### config.mk
export PLATFORM = sky130hd
export DESIGN_NAME = two_list_round_robin_scheduler
export DESIGN_NICKNAME = d
export VERILOG_FILES = /design/src/trr_pkg.sv /design/src/trr_ram.sv /design/src/trr_ctrl.sv /design/src/trr_dp.sv /design/src/two_list_round_robin_scheduler.sv
export SDC_FILE = /design/constraint.sdc
export NUM_CORES = 2
export LEC_CHECK = 0
export ABC_AREA = 1
export ABC_CLOCK_PERIOD_IN_PS = 21600
export BUFFER_PORTS_ARGS = -buffer_cell sky130_fd_sc_hd__buf_2
export CAP_MARGIN = 15
export CORE_UTILIZATION = 40
export DETAILED_ROUTE_END_ITERATION = 10
export PLACE_DENSITY = 0.63
export SLEW_MARGIN = 20
export SYNTH_ARGS = -nofsm -noshare
export SYNTH_HDL_FRONTEND = slang
export SYNTH_HIERARCHICAL = 1
export SYNTH_SLANG_ARGS = --single-unit
### constraint.sdc
create_clock -name clk -period 21.6 [get_ports clk]
set_input_delay 0 -clock clk [delete_from_list [all_inputs] [get_ports clk]]
set_output_delay 0 -clock clk [all_outputs]
set_load 0.03 [all_outputs]
### src/trr_pkg.sv
// ----------------------------------------------------------------------------
// trr_pkg: shared types and codes of the two-list round-robin scheduler
// Opcodes, task status codes and the command/status structs that join the
// controller and the datapath.
// ----------------------------------------------------------------------------
package trr_pkg;

	localparam int ID_W  = 6;
	localparam int PRI_W = 8;
	localparam int OP_W  = 2;
	localparam int ST_W  = 2;

	// request opcodes
	localparam logic [OP_W-1:0] OP_YIELD  = 2'd0;
	localparam logic [OP_W-1:0] OP_ADMIT  = 2'd1;
	localparam logic [OP_W-1:0] OP_STATUS = 2'd2;
	localparam logic [OP_W-1:0] OP_RSVD   = 2'd3;  // unused, no effect

	// task status codes
	localparam logic [ST_W-1:0] ST_FREE         = 2'd0;
	localparam logic [ST_W-1:0] ST_RUNNABLE     = 2'd1;
	localparam logic [ST_W-1:0] ST_NOT_RUNNABLE = 2'd2;
	localparam logic [ST_W-1:0] ST_RSVD         = 2'd3;  // unused, ignored

	// controller to datapath
	typedef struct packed {
		logic clr;        // clear one status/mark entry
		logic cap_in;     // latch request, preset result to none
		logic rd_cur;     // status read at current task
		logic y_keep;     // keep current task, use one slice
		logic push_cur;   // requeue current task, drop it
		logic scan;       // pick queue, read its head
		logic pop;        // pop head, read its status and priority
		logic grant_id;   // grant popped task
		logic push_id;    // requeue popped task
		logic exam_inc;   // count one examination
		logic admit_wr;   // write priority and status of admitted task
		logic admit_push; // append admitted task to queue 0
		logic set_wr;     // write new status
		logic out_load;   // move result to output register
	} cmd_t;

	// datapath to controller
	typedef struct packed {
		logic clr_last;
		logic keep_ok;
		logic eff_empty;
		logic st_run;
		logic st_nr;
		logic exams_last;
		logic admit_ok;
		logic out_free;
	} sts_t;

endpackage

### src/trr_ram.sv
// ----------------------------------------------------------------------------
// trr_ram: generic single-port-write, single-port-read RAM
// One write and one registered read per cycle.
// ----------------------------------------------------------------------------
module trr_ram #(
	parameter int WIDTH = 8,
	parameter int DEPTH = 64
) (
	input  logic                     clk,
	input  logic                     we,
	input  logic [$clog2(DEPTH)-1:0] waddr,
	input  logic [WIDTH-1:0]         wdata,
	input  logic [$clog2(DEPTH)-1:0] raddr,
	output logic [WIDTH-1:0]         rdata
);

	logic [WIDTH-1:0] mem [DEPTH];

	always_ff @(posedge clk) begin
		if (we) begin
			mem[waddr] <= wdata;
		end
		rdata <= mem[raddr];
	end

endmodule

### src/trr_ctrl.sv
// ----------------------------------------------------------------------------
// trr_ctrl: scheduler controller
// Sequences the clearing pass, yield scan, admit and status requests.
// ----------------------------------------------------------------------------
module trr_ctrl (
	input  logic          clk,
	input  logic          arst_n,
	input  logic          in_valid,
	output logic          in_ready,
	input  logic [1:0]    opcode,
	input  trr_pkg::sts_t sts,
	output trr_pkg::cmd_t cmd
);
	import trr_pkg::*;

	typedef enum logic [10:0] {
		S_CLR  = 11'b00000000001,
		S_IDLE = 11'b00000000010,
		S_Y0   = 11'b00000000100,
		S_Y1   = 11'b00000001000,
		S_SCAN = 11'b00000010000,
		S_POP  = 11'b00000100000,
		S_EXAM = 11'b00001000000,
		S_A0   = 11'b00010000000,
		S_A1   = 11'b00100000000,
		S_SET  = 11'b01000000000,
		S_DONE = 11'b10000000000
	} state_t;

	state_t state_q, state_d;

	assign in_ready = (state_q == S_IDLE);

	// next state and commands
	always_comb begin
		state_d = state_q;
		cmd     = '0;
		case (state_q)
			S_CLR: begin
				cmd.clr = 1'b1;
				if (sts.clr_last) begin
					state_d = S_IDLE;
				end
			end
			S_IDLE: begin
				if (in_valid) begin
					cmd.cap_in = 1'b1;
					case (opcode)
						OP_YIELD:  state_d = S_Y0;
						OP_ADMIT:  state_d = S_A0;
						OP_STATUS: state_d = S_SET;
						default:   state_d = S_DONE;  // unused opcode: no effect
					endcase
				end
			end
			S_Y0: begin
				cmd.rd_cur = 1'b1;
				state_d    = S_Y1;
			end
			S_Y1: begin
				if (sts.keep_ok) begin
					cmd.y_keep = 1'b1;
					state_d    = S_DONE;
				end else begin
					cmd.push_cur = 1'b1;
					state_d      = S_SCAN;
				end
			end
			S_SCAN: begin
				cmd.scan = 1'b1;
				state_d  = sts.eff_empty ? S_DONE : S_POP;
			end
			S_POP: begin
				cmd.pop = 1'b1;
				state_d = S_EXAM;
			end
			S_EXAM: begin
				if (sts.st_run) begin
					cmd.grant_id = 1'b1;
					state_d      = S_DONE;
				end else begin
					cmd.push_id  = sts.st_nr;
					cmd.exam_inc = 1'b1;
					state_d      = sts.exams_last ? S_DONE : S_SCAN;
				end
			end
			S_A0: begin
				cmd.admit_wr = 1'b1;
				state_d      = S_A1;
			end
			S_A1: begin
				cmd.admit_push = sts.admit_ok;
				state_d        = S_DONE;
			end
			S_SET: begin
				cmd.set_wr = 1'b1;
				state_d    = S_DONE;
			end
			S_DONE: begin
				if (sts.out_free) begin
					cmd.out_load = 1'b1;
					state_d      = S_IDLE;
				end
			end
			default: state_d = S_IDLE;
		endcase
	end

	always_ff @(posedge clk or negedge arst_n) begin
		if (!arst_n) begin
			state_q <= S_CLR;
		end else begin
			state_q <= state_d;
		end
	end

endmodule

### src/trr_dp.sv
// ----------------------------------------------------------------------------
// trr_dp: scheduler datapath
// Queue storage and pointers, status/priority/mark tables, current task,
// slice count and the result register.
// ----------------------------------------------------------------------------
module trr_dp #(
	parameter int MAX_TASKS = 64
) (
	input  logic                        clk,
	input  logic                        arst_n,
	input  trr_pkg::cmd_t               cmd,
	output trr_pkg::sts_t               sts,
	input  logic [trr_pkg::OP_W-1:0]    opcode,
	input  logic [trr_pkg::ID_W-1:0]    task_id,
	input  logic [trr_pkg::PRI_W-1:0]   priority_req,
	input  logic [trr_pkg::ST_W-1:0]    task_status,
	output logic                        out_valid,
	input  logic                        out_ready,
	output logic                        granted,
	output logic [trr_pkg::ID_W-1:0]    chosen_task
);
	import trr_pkg::*;

	localparam int AW     = $clog2(MAX_TASKS);
	localparam int CW     = $clog2(MAX_TASKS + 1);
	localparam int EW     = $clog2(2 * MAX_TASKS + 1);
	localparam int QDEPTH = 2 * (1 << AW);

	function automatic logic id_ok(input logic [ID_W-1:0] id);
		id_ok = ({26'd0, id} < 32'(MAX_TASKS));
	endfunction

	function automatic logic [AW-1:0] ptr_inc(input logic [AW-1:0] p);
		ptr_inc = (p == AW'(MAX_TASKS - 1)) ? '0 : p + AW'(1);
	endfunction

	// request and scheduler state
	logic [OP_W-1:0]  op_q;
	logic [ID_W-1:0]  id_q;
	logic [PRI_W-1:0] pri_q;
	logic [ST_W-1:0]  st_q;
	logic             act_q;
	logic             cur_valid_q;
	logic [ID_W-1:0]  cur_id_q;
	logic [PRI_W-1:0] slices_q;
	logic [AW-1:0]    head_q [2];
	logic [AW-1:0]    tail_q [2];
	logic [CW-1:0]    cnt_q  [2];
	logic [EW-1:0]    exams_q;
	logic [AW-1:0]    clr_q;
	logic [ID_W-1:0]  hid_q;
	logic             res_grant_q;
	logic [ID_W-1:0]  res_id_q;
	logic             out_valid_q;
	logic             granted_q;
	logic [ID_W-1:0]  chosen_q;

	// RAM ports
	logic [ID_W-1:0]  q_rdata;
	logic [ST_W-1:0]  st_rdata;
	logic [PRI_W-1:0] pri_rdata;
	logic             mark_rdata;
	logic             st_we, mark_we, q_we;
	logic [AW-1:0]    st_waddr, mark_waddr, st_raddr;
	logic [ST_W-1:0]  st_wdata;
	logic             mark_wdata;
	logic [AW:0]      q_waddr, q_raddr;

	// queue selection
	logic            eff;
	logic            push_en, push_sel, push_do;
	logic [ID_W-1:0] push_val;

	assign eff      = (cnt_q[act_q] == '0) ? ~act_q : act_q;
	assign push_en  = cmd.push_cur | cmd.push_id | cmd.admit_push;
	assign push_sel = cmd.admit_push ? 1'b0 : ~act_q;
	assign push_val = cmd.push_cur ? cur_id_q : (cmd.push_id ? hid_q : id_q);
	assign push_do  = push_en && (!cmd.push_cur || cur_valid_q) &&
	                  (cnt_q[push_sel] != CW'(MAX_TASKS)) && id_ok(push_val);

	// queue RAM: write on push, read head on scan
	assign q_we    = push_do;
	assign q_waddr = {push_sel, tail_q[push_sel]};
	assign q_raddr = {eff, head_q[eff]};

	// status table port muxing
	always_comb begin
		st_we    = 1'b0;
		st_waddr = AW'(id_q);
		st_wdata = ST_RUNNABLE;
		if (cmd.clr) begin
			st_we    = 1'b1;
			st_waddr = clr_q;
			st_wdata = ST_FREE;
		end else if (cmd.admit_wr) begin
			st_we = id_ok(id_q);
		end else if (cmd.set_wr) begin
			st_we    = id_ok(id_q) && (st_q != ST_RSVD);
			st_wdata = st_q;
		end
	end
	assign st_raddr = cmd.rd_cur ? AW'(cur_id_q) : AW'(q_rdata);

	// queued mark port muxing
	always_comb begin
		mark_we    = 1'b0;
		mark_waddr = AW'(push_val);
		mark_wdata = 1'b1;
		if (cmd.clr) begin
			mark_we    = 1'b1;
			mark_waddr = clr_q;
			mark_wdata = 1'b0;
		end else if (cmd.pop) begin
			mark_we    = id_ok(q_rdata);
			mark_waddr = AW'(q_rdata);
			mark_wdata = 1'b0;
		end else if (push_do) begin
			mark_we = 1'b1;
		end
	end

	trr_ram #(.WIDTH(ID_W), .DEPTH(QDEPTH)) u_queue (
		.clk(clk), .we(q_we), .waddr(q_waddr), .wdata(push_val),
		.raddr(q_raddr), .rdata(q_rdata)
	);

	trr_ram #(.WIDTH(ST_W), .DEPTH(MAX_TASKS)) u_status (
		.clk(clk), .we(st_we), .waddr(st_waddr), .wdata(st_wdata),
		.raddr(st_raddr), .rdata(st_rdata)
	);

	trr_ram #(.WIDTH(PRI_W), .DEPTH(MAX_TASKS)) u_prio (
		.clk(clk), .we(cmd.admit_wr && id_ok(id_q)), .waddr(AW'(id_q)), .wdata(pri_q),
		.raddr(AW'(q_rdata)), .rdata(pri_rdata)
	);

	trr_ram #(.WIDTH(1), .DEPTH(MAX_TASKS)) u_mark (
		.clk(clk), .we(mark_we), .waddr(mark_waddr), .wdata(mark_wdata),
		.raddr(AW'(id_q)), .rdata(mark_rdata)
	);

	// status back to the controller
	assign sts.clr_last   = (clr_q == AW'(MAX_TASKS - 1));
	assign sts.keep_ok    = cur_valid_q && (slices_q != '0) && (st_rdata == ST_RUNNABLE);
	assign sts.eff_empty  = (cnt_q[eff] == '0);
	assign sts.st_run     = id_ok(hid_q) && (st_rdata == ST_RUNNABLE);
	assign sts.st_nr      = id_ok(hid_q) && (st_rdata == ST_NOT_RUNNABLE);
	assign sts.exams_last = (exams_q == EW'(2 * MAX_TASKS - 1));
	assign sts.admit_ok   = id_ok(id_q) && !mark_rdata && !(cur_valid_q && cur_id_q == id_q);
	assign sts.out_free   = !out_valid_q || out_ready;

	// request payload, popped id, result (no reset needed)
	always_ff @(posedge clk) begin
		if (cmd.cap_in) begin
			op_q        <= opcode;
			id_q        <= task_id;
			pri_q       <= priority_req;
			st_q        <= task_status;
			res_grant_q <= 1'b0;
			res_id_q    <= '0;
		end
		if (cmd.pop) begin
			hid_q <= q_rdata;
		end
		if (cmd.y_keep) begin
			res_grant_q <= 1'b1;
			res_id_q    <= cur_id_q;
		end
		if (cmd.grant_id) begin
			res_grant_q <= 1'b1;
			res_id_q    <= hid_q;
		end
		if (cmd.out_load) begin
			granted_q <= res_grant_q;
			chosen_q  <= (op_q == OP_YIELD) ? res_id_q : '0;
		end
		if (cmd.push_cur) begin
			exams_q <= '0;
		end else if (cmd.exam_inc) begin
			exams_q <= exams_q + EW'(1);
		end
	end

	// scheduler control state
	always_ff @(posedge clk or negedge arst_n) begin
		if (!arst_n) begin
			act_q       <= 1'b0;
			cur_valid_q <= 1'b0;
			cur_id_q    <= '0;
			slices_q    <= '0;
			head_q[0]   <= '0;
			head_q[1]   <= '0;
			tail_q[0]   <= '0;
			tail_q[1]   <= '0;
			cnt_q[0]    <= '0;
			cnt_q[1]    <= '0;
			clr_q       <= '0;
			out_valid_q <= 1'b0;
		end else begin
			if (cmd.clr) begin
				clr_q <= clr_q + AW'(1);
			end
			if (cmd.y_keep) begin
				slices_q <= slices_q - PRI_W'(1);
			end
			if (cmd.push_cur) begin
				cur_valid_q <= 1'b0;
				slices_q    <= '0;
			end
			if (cmd.grant_id) begin
				cur_valid_q <= 1'b1;
				cur_id_q    <= hid_q;
				slices_q    <= (pri_rdata == '0) ? '0 : pri_rdata - PRI_W'(1);
			end
			if (push_do) begin
				tail_q[push_sel] <= ptr_inc(tail_q[push_sel]);
				cnt_q[push_sel]  <= cnt_q[push_sel] + CW'(1);
			end
			if (cmd.scan) begin
				act_q <= eff;
			end
			if (cmd.pop) begin
				head_q[act_q] <= ptr_inc(head_q[act_q]);
				cnt_q[act_q]  <= cnt_q[act_q] - CW'(1);
			end
			if (cmd.out_load) begin
				out_valid_q <= 1'b1;
			end else if (out_ready) begin
				out_valid_q <= 1'b0;
			end
		end
	end

	assign out_valid   = out_valid_q;
	assign granted     = granted_q;
	assign chosen_task = chosen_q;

endmodule

### src/two_list_round_robin_scheduler.sv
// Flow: a yield either keeps its current task or scans the queue heads, examining
//   at most 2*MAX_TASKS heads and none when both queues are empty; admit, set
//   status and the unused opcode do no scan. One request at a time; a result
//   waits while the output register is full until out_ready frees it.
// Reset: asynchronous, active low; a clearing pass then frees every task
//   before the first request is taken.
// ----------------------------------------------------------------------------
// two_list_round_robin_scheduler: time-sliced round robin over two queues
// Controller state machine plus datapath with RAM-based queues and tables.
// ----------------------------------------------------------------------------
module two_list_round_robin_scheduler #(
	parameter int MAX_TASKS = 64
) (
	input  logic                      clk,
	input  logic                      arst_n,
	input  logic                      in_valid,
	output logic                      in_ready,
	input  logic [trr_pkg::OP_W-1:0]  opcode,
	input  logic [trr_pkg::ID_W-1:0]  task_id,
	input  logic [trr_pkg::PRI_W-1:0] priority_req,
	input  logic [trr_pkg::ST_W-1:0]  task_status,
	output logic                      out_valid,
	input  logic                      out_ready,
	output logic                      granted,
	output logic [trr_pkg::ID_W-1:0]  chosen_task
);
	import trr_pkg::*;

	cmd_t cmd;
	sts_t sts;

	trr_ctrl u_ctrl (
		.clk(clk), .arst_n(arst_n), .in_valid(in_valid), .in_ready(in_ready),
		.opcode(opcode), .sts(sts), .cmd(cmd)
	);

	trr_dp #(.MAX_TASKS(MAX_TASKS)) u_dp (
		.clk(clk), .arst_n(arst_n), .cmd(cmd), .sts(sts),
		.opcode(opcode), .task_id(task_id), .priority_req(priority_req),
		.task_status(task_status), .out_valid(out_valid), .out_ready(out_ready),
		.granted(granted), .chosen_task(chosen_task)
	);

	// no grant means no task id
	a_no_grant_zero: assert property (@(posedge clk) disable iff (!arst_n)
		out_valid && !granted |-> chosen_task == '0)
		else $error("chosen_task nonzero without grant");

	// queue write port has a single source per cycle
	a_push_excl: assert property (@(posedge clk) disable iff (!arst_n)
		$onehot0({cmd.push_cur, cmd.push_id, cmd.admit_push}))
		else $error("two queue pushes in one cycle");

	// an accepted request is worked on, not overtaken
	a_busy_after_accept: assert property (@(posedge clk) disable iff (!arst_n)
		in_valid && in_ready |=> !in_ready)
		else $error("request taken while another is in progress");

endmodule
# Word-level counts from Yosys, hierarchy flattened
# Memories as Yosys holds them, arrays and structs flattened. A register that Yosys moved wholly into a read port is not among the register bits.
# Index checks and enable logic that the tools add are counted.
word_totals:
  rom_bits: 0
  latch_bits: 0
  ff_bits: 118
  memories: 4
  mem_bits_rw: 1472
  inputBits: 22
op_classes:
  mul: 0
  n_mux: 97
  bitwise_logic: 6
  n_div: 0
  magnitude_cmp: 5
  n_reduce_logical: 27
  n_shift: 0
  eq_ne: 25
  n_addsub: 8
mem_list:
  columns: ["memory", "depth", "word_bits", "rd", "rd_clocked_by_memory_dff", "write_ports", "line_no", "source"]
  rows:
  - ["u_dp.u_queue.mem", 128, 6, 1, 1, 1, "trr_ram.sv:17", "logic [WIDTH-1:0] mem [DEPTH];"]
  - ["u_dp.u_prio.mem", 64, 8, 1, 1, 1, "trr_ram.sv:17", null]
  - ["u_dp.u_status.mem", 64, 2, 1, 1, 1, "trr_ram.sv:17", null]
  - ["u_dp.u_mark.mem", 64, 1, 1, 1, 1, "trr_ram.sv:17", null]
ops:
  columns: ["operator", "n"]
  rows:
  - ["2-to-1 mux 6 bit", 22]
  - ["one-hot mux 11 bit (10 select lines)", 1]
  - ["2-to-1 mux 11 bit", 7]
  - ["2-to-1 mux 7 bit", 11]
  - ["2-to-1 mux 1 bit", 35]
  - ["one-hot mux 11 bit (3 select lines)", 1]
  - ["2-to-1 mux 8 bit", 4]
  - ["bitwise mux 14 bit", 2]
  - ["2-to-1 mux 14 bit", 2]
  - ["bitwise mux 12 bit", 2]
  - ["adder 6 x 1 -> 6 bit (second input constant)", 3]
  - ["equality test 6 bit (second input constant)", 3]
  - ["subtractor 8 x 1 -> 8 bit (second input constant)", 2]
  - ["demux 7 bit (select 1 bit)", 2]
  - ["zero test 7 bit", 2]
  - ["demux 6 bit (select 1 bit)", 2]
  - ["equality test 11 x 1 -> 1 bit (second input constant)", 1]
  - ["equality test 11 x 10 -> 1 bit (second input constant)", 1]
  - ["equality test 11 bit (second input constant)", 1]
  - ["equality test 11 x 2 -> 1 bit (second input constant)", 1]
  - ["equality test 11 x 3 -> 1 bit (second input constant)", 1]
  - ["equality test 11 x 4 -> 1 bit (second input constant)", 1]
  - ["equality test 11 x 5 -> 1 bit (second input constant)", 1]
  - ["equality test 11 x 6 -> 1 bit (second input constant)", 1]
  - ["29 further kinds", 59]

# Longest topological paths before layout
depth:
  ltp_word: 17
  depth_mapped: 24

# Modules after synthesis
# The synthesis kept the hierarchy.
modules_own_cells:
  columns: ["module", "area_each_um2", "n_inst", "cells_each"]
  rows:
  - ["trr_ram (u_dp.u_queue)", 31849.3, 1, 2730]
  - ["trr_ram (u_dp.u_prio)", 21339.2, 1, 1805]
  - ["trr_dp", 6013.3, 1, 771]
  - ["trr_ram (u_dp.u_status)", 5614.1, 1, 520]
  - ["trr_ram (u_dp.u_mark)", 3045.4, 1, 314]
  - ["trr_ctrl", 810.8, 1, 120]

# Worst setup path after synthesis
# Ideal clock, no wire load.
synth_timing:
  kind: "flip-flop to flip-flop"
  from: "register u_ctrl.state_q[8]"
  to: "memory u_dp.u_mark.mem[63] (enable)"
  arrival_time_ps: 7639
  setup_time_ps: 302
  period_less_slack_ps: 7940
  stages_incl_launch_ff: 14
  slack_ps: 13660
  cell_sequence: "dfrtp_1 nor2_4 nand2_4 nor2_8 nand2_1 nor2_1 inv_2 o21ai_0 nor2_1 o21ai_0 inv_1 nor3_1 nand2_1 nor2_1"
synth_lines:
  columns: ["element", "line_no", "source"]
  rows:
  - ["from (decl)", "trr_ctrl.sv:30", "state_t state_q, state_d;"]
  - ["from (signal assigned)", "trr_ctrl.sv:113", "state_q <= state_d;"]
  - ["to (decl)", "trr_ram.sv:17", null]

# Final worst setup path
layout_timing:
  from: "register u_dp.act_q"
  to: "register u_dp.u_queue.rdata[3] (read register of u_dp.u_queue.mem)"
layout_via:
  elab_chain_cells: 10
  word_cells_on_any_way: 11
  classes_between: "mux (7); bitwise (3); reduce/logical (1)"
layout_rtl:
  columns: ["element", "line_no", "source"]
  rows:
  - ["from (decl)", "trr_dp.sv:42", "logic act_q;"]
  - ["from (signal assigned)", "trr_dp.sv:187", "act_q <= 1'b0;"]
  - ["from (signal assigned)", "trr_dp.sv:220", "act_q <= eff;"]
  - ["NOT 1 -> 2 bit (implied by the code)", "trr_dp.sv:74", "assign eff = (cnt_q[act_q] == '0) ? ~act_q : act_q;"]
  - ["2-to-1 mux 7 bit (implied by the code) (3 in a row)", "trr_dp.sv:74", null]
  - ["zero test 7 bit", "trr_dp.sv:74", null]
  - ["2-to-1 mux 1 bit *", "trr_dp.sv:74", null]
  - ["via u_dp.eff", "trr_dp.sv:70", "logic eff;"]
  - ["NOT 1 -> 2 bit (implied by the code) *", "trr_dp.sv:84", "assign q_raddr = {eff, head_q[eff]};"]
  - ["2-to-1 mux 6 bit (implied by the code) * (3 in a row)", "trr_dp.sv:84", null]
  - ["via u_dp.q_raddr[0]", "trr_dp.sv:67", "logic [AW:0] q_waddr, q_raddr;"]
  - ["to (decl)", "trr_ram.sv:14", "output logic [WIDTH-1:0] rdata"]
# The timed path passes the listed nets; every way through them passes the cells marked *. The select of a mux whose other input is x is not followed.
# A chain may end at the register's enable or synchronous reset.

==> results.md <==
* Mean Syn Cell Area at 10.97 um2
* Most common cell on crit path: nand2_1
* Mapped Cells at 6260
* Main combinational cell family by area after synthesis: simple AND/OR/NAND/NOR gates
* CP max-delay cell: dfrtp_1
* Finished Core Util at 44.63%
* RSZ-0062 raised after global routing: no
* Crit-path max FO at 235
* Yosys warns at 6
* CP Cell Sequence: o21ai_1, nor2_1, nand4_1, nand2_1, nand2_2, nand2_1, nand2_4, clkinv_8, buf_4, buf_4, nand2_1, nand3_1, nand3_1, nand3_1, nand2_1, nand2_1, nand3_1, nand2_1, nand2_1, nand2_1
* #FFs+latches synth at 1607
* CORE AREA at 169800 um2
* Worst Path Arrival at 7370 ps
* Worst-Margin Slew at 1170 ps
* Minimum clock period at 6608 ps
* I/O pins at 31
* Synth area leaders: edfxtp_1 (66%), nand2_1 (11%), nand3_1 (9.8%)
* Period utilization at 30.59%
* GRT Residual Overflow at 0
* Antenna Cells at 0
* Dominant synthesized flop cell: edfxtp_1
* Wirelength, routed at 174300 um
* Most frequent cells in the layout: nand2_1 (2056), edfxtp_1 (1509), nand3_1 (1349)
* MaxCap Viol Count at 0
* Buf/Inv on CP at 3
* Fin Clk Skew at 74.35 ps
* First-pass GRT wire length at 265800 um
* Vias per cell at 5.421
* Cts bufs inserted at 164
* Critical Path Source Type: flop
* P_leak at 27.41 nW
* Number of synthesized flops with an enable pin at 1509
* # Post-CTS Setup Buffers at 0
* Area Overhead vs Synth at 10.39%
* Ys async rst share at 4.480%
* Post-Synth Simple-Gate Area at 24.47%
* Clock slew at reported path FFs at 60 ps
* Most common cell after layout, fill and taps aside: nand2_1
* Type of the most critical hold path: input pin to flop
* Clk buf depth at 3
* Crit end category: flop
* Post-synth top area cell: edfxtp_1
* VDD IR max at 0.08653 mV
* Multiplexer area fraction after synthesis at 0%
* Outcome: completed
* Setup TNS at 0 ps
* CTS tree: built
* Hold buffer count at cts at 43
* Initial antenna violation count at 2
* Pwr dens at 115.1 nW/um2
* Synth Area in Adders at 0.2186%
* Sink Count at 1607
* Clk_lat worst skew at 830 ps
* F_max at 151.3 MHz
* DRT Pass-1 Iters at 6
* DRT antenna net count at 0
* Starting Density at 40.43%
* Final Hold Fails at 0
* Post-DR wirelength/cell at 20.30 um
* Largest net degree at the start of global routing at 236
* Max-slew violation count at 0
* Synth top area share at 65.99%
* Iteration-0 DRC Markers at 5354
* Root buf cell: clkbuf_16
* PortBufs at 30
* Endpoints failing setup at 0
* Gpl congestion at 0.8549
* Total number of vias at 46550
* Gr usage total at 19.76%
* CTS H-tree lvls at 4
* Seq/Total Area, Yosys at 69.37%
* CP max stage delay at 980 ps
* Final HPWL DP at 97110 um
* Final nets at 6262
* Cell Area, Synth at 68670 um2
* Complex-gate fraction of the synthesized area at 1.181%
* DR DRC count at 0
* Row Count at 151
* XOR/XNOR Fraction of Synth Area at 0.3061%
* Cell variety after synth at 51
* # resized after CTS at 0
* DIE WIDTH at 416.3 um
* Die height at 416.3 um
* Syn_nets at 6294
* Layout cells sized above 1 at 6.453%
* CP required at 22360 ps
* Number of global-route vias before repair at 44590
* Crit path kind: flop to flop
* CP delay by family, top: buffers and inverters
* Full die area at 173300 um2
* Slew headroom at 21.97%
[power by group]
part | internal (mW) | switching, mW
clock network | 1.55 | 1.23
registers | 3.67 | 0.0605
logic | 0.537 | 1.68
[state kept, by name, summed over array words and instances, names as in the netlist, 8 cells and up]
signal and count:
u_ctrl/state_q 11, u_dp/cnt_q 14, u_dp/exams_q 8, u_dp/head_q 12, u_dp/pri_q 8, u_dp/slices_q 8, u_dp/tail_q 12, u_dp/u_mark/mem 64
u_dp/u_prio/mem 512, u_dp/u_prio/rdata 8, u_dp/u_queue/mem 768, u_dp/u_status/mem 128
[path summary, 6_finish.rpt]
kind | start | endpoint | slack (ps) | cells after the start
min in group asynchronous | arst_n | u_ctrl/state_q[0] | 250 | 3
setup / recovery | u_dp/act_q | u_dp/u_queue/rdata[3] | 14990 | 20
setup reg to reg | u_dp/act_q | u_dp/u_queue/rdata[3] | 14990 | 20
hold reg to reg | u_dp/res_grant_q | u_dp/granted | 450 | 0
max in group asynchronous | arst_n | u_dp/cnt_q[7] | 20890 | 4
hold / removal | opcode[1] | u_ctrl/state_q[2] | 70 | 5
[cell type report]
class	count	area (um2)
clock inverter	81	890.9
tap	2218	2775
multi-input combinational	4111	18110
timing repair buffer	149	1187
inverter	195	772.0
fill	15470	94040
clock buffer	226	4428
sequential	1607	47650
[worst reg2reg max path, cell delays in order, from the launching register on]
cell      delay, ps
dfrtp_1         980
o21ai_1         320
nor2_1          250
nand4_1         140
nand2_1         100
nand2_2         260
nand2_1         200
nand2_4         520
clkinv_8        930
buf_4          1130
buf_4           730
nand2_1         150
nand3_1         100
nand3_1         100
nand3_1         150
nand2_1          70
nand2_1          60
nand3_1         150
nand2_1         110
nand2_1          60
nand2_1          60
[layer usage]
metal / track usage (%) / up-vias / part of all wire (%)
met1: 27.16 / 22710 / 42
met4: 6.192 / 0 / 2.8
met5: 0 / - / 0
met2: 31.93 / 1875 / 47
li1: - / 21630 / -
met3: 3.401 / 329 / 7.6
[cell usage after synthesis (3+ instances only)]
| cell | instances |
|---|---|
| xor2_1 | 22 |
| ha_1 | 12 |
| and3_1 | 5 |
| buf_2 | 148 |
| o21ai_0 | 74 |
| buf_6 | 86 |
| o21ai_1 | 21 |
| nand3_2 | 3 |
| inv_2 | 11 |
| dfxtp_1 | 26 |
| nand4_1 | 32 |
| a31oi_1 | 3 |
| clkbuf_1 | 55 |
| nor2_1 | 392 |
| or2_2 | 5 |
| nand3_1 | 1349 |
| buf_8 | 5 |
| buf_1 | 21 |
| nor2_4 | 6 |
| o22ai_1 | 6 |
| nand2_2 | 11 |
| nor4_1 | 25 |
| buf_4 | 32 |
| nand2_1 | 2058 |
| edfxtp_1 | 1509 |
| inv_6 | 3 |
| a21oi_1 | 21 |
| o31ai_1 | 5 |
| o21ai_2 | 4 |
| inv_1 | 179 |
| dfrtp_1 | 71 |
| nand2_4 | 4 |
| o21a_1 | 3 |
| nor2_2 | 6 |
| o21bai_1 | 3 |
| nor3_1 | 26 |
[logic make-up (layout without fill, tap and decap cells)]
| logic type | count (synthesis) | count (layout) |
|---|---|---|
| and+or+nand+nor | 3928 | 3928 |
| DFF | 1607 | 1607 |
| buffers and inverters | 542 | 651 |
| AOI/OAI and AO/OA | 147 | 147 |
| xor gates and xnor gates | 24 | 24 |
| adders and majority gates | 12 | 12 |
[through the flow]
| step | std cells | hold WS [ps] | setup WS (ps) | power, mW | instance area [um2] |
|---|---|---|---|---|---|
| CTS | 8587 | 4.581 | 15070 | 8.774 | 75790 |
| floorplan | 6260 | -295.6 | 13660 | 5.393 | 68670 |
| global placement | 8237 | 176.6 | 15300 | 5.965 | 70030 |
| detailed placement | 8237 | 178.8 | 15110 | 5.990 | 70030 |
| global route | 8587 | 71.07 | 14430 | 9.122 | 75810 |
| finish | 8587 | 72.33 | 14990 | 8.725 | 75810 |
Note: power is estimated with default switching activity, not from simulation.
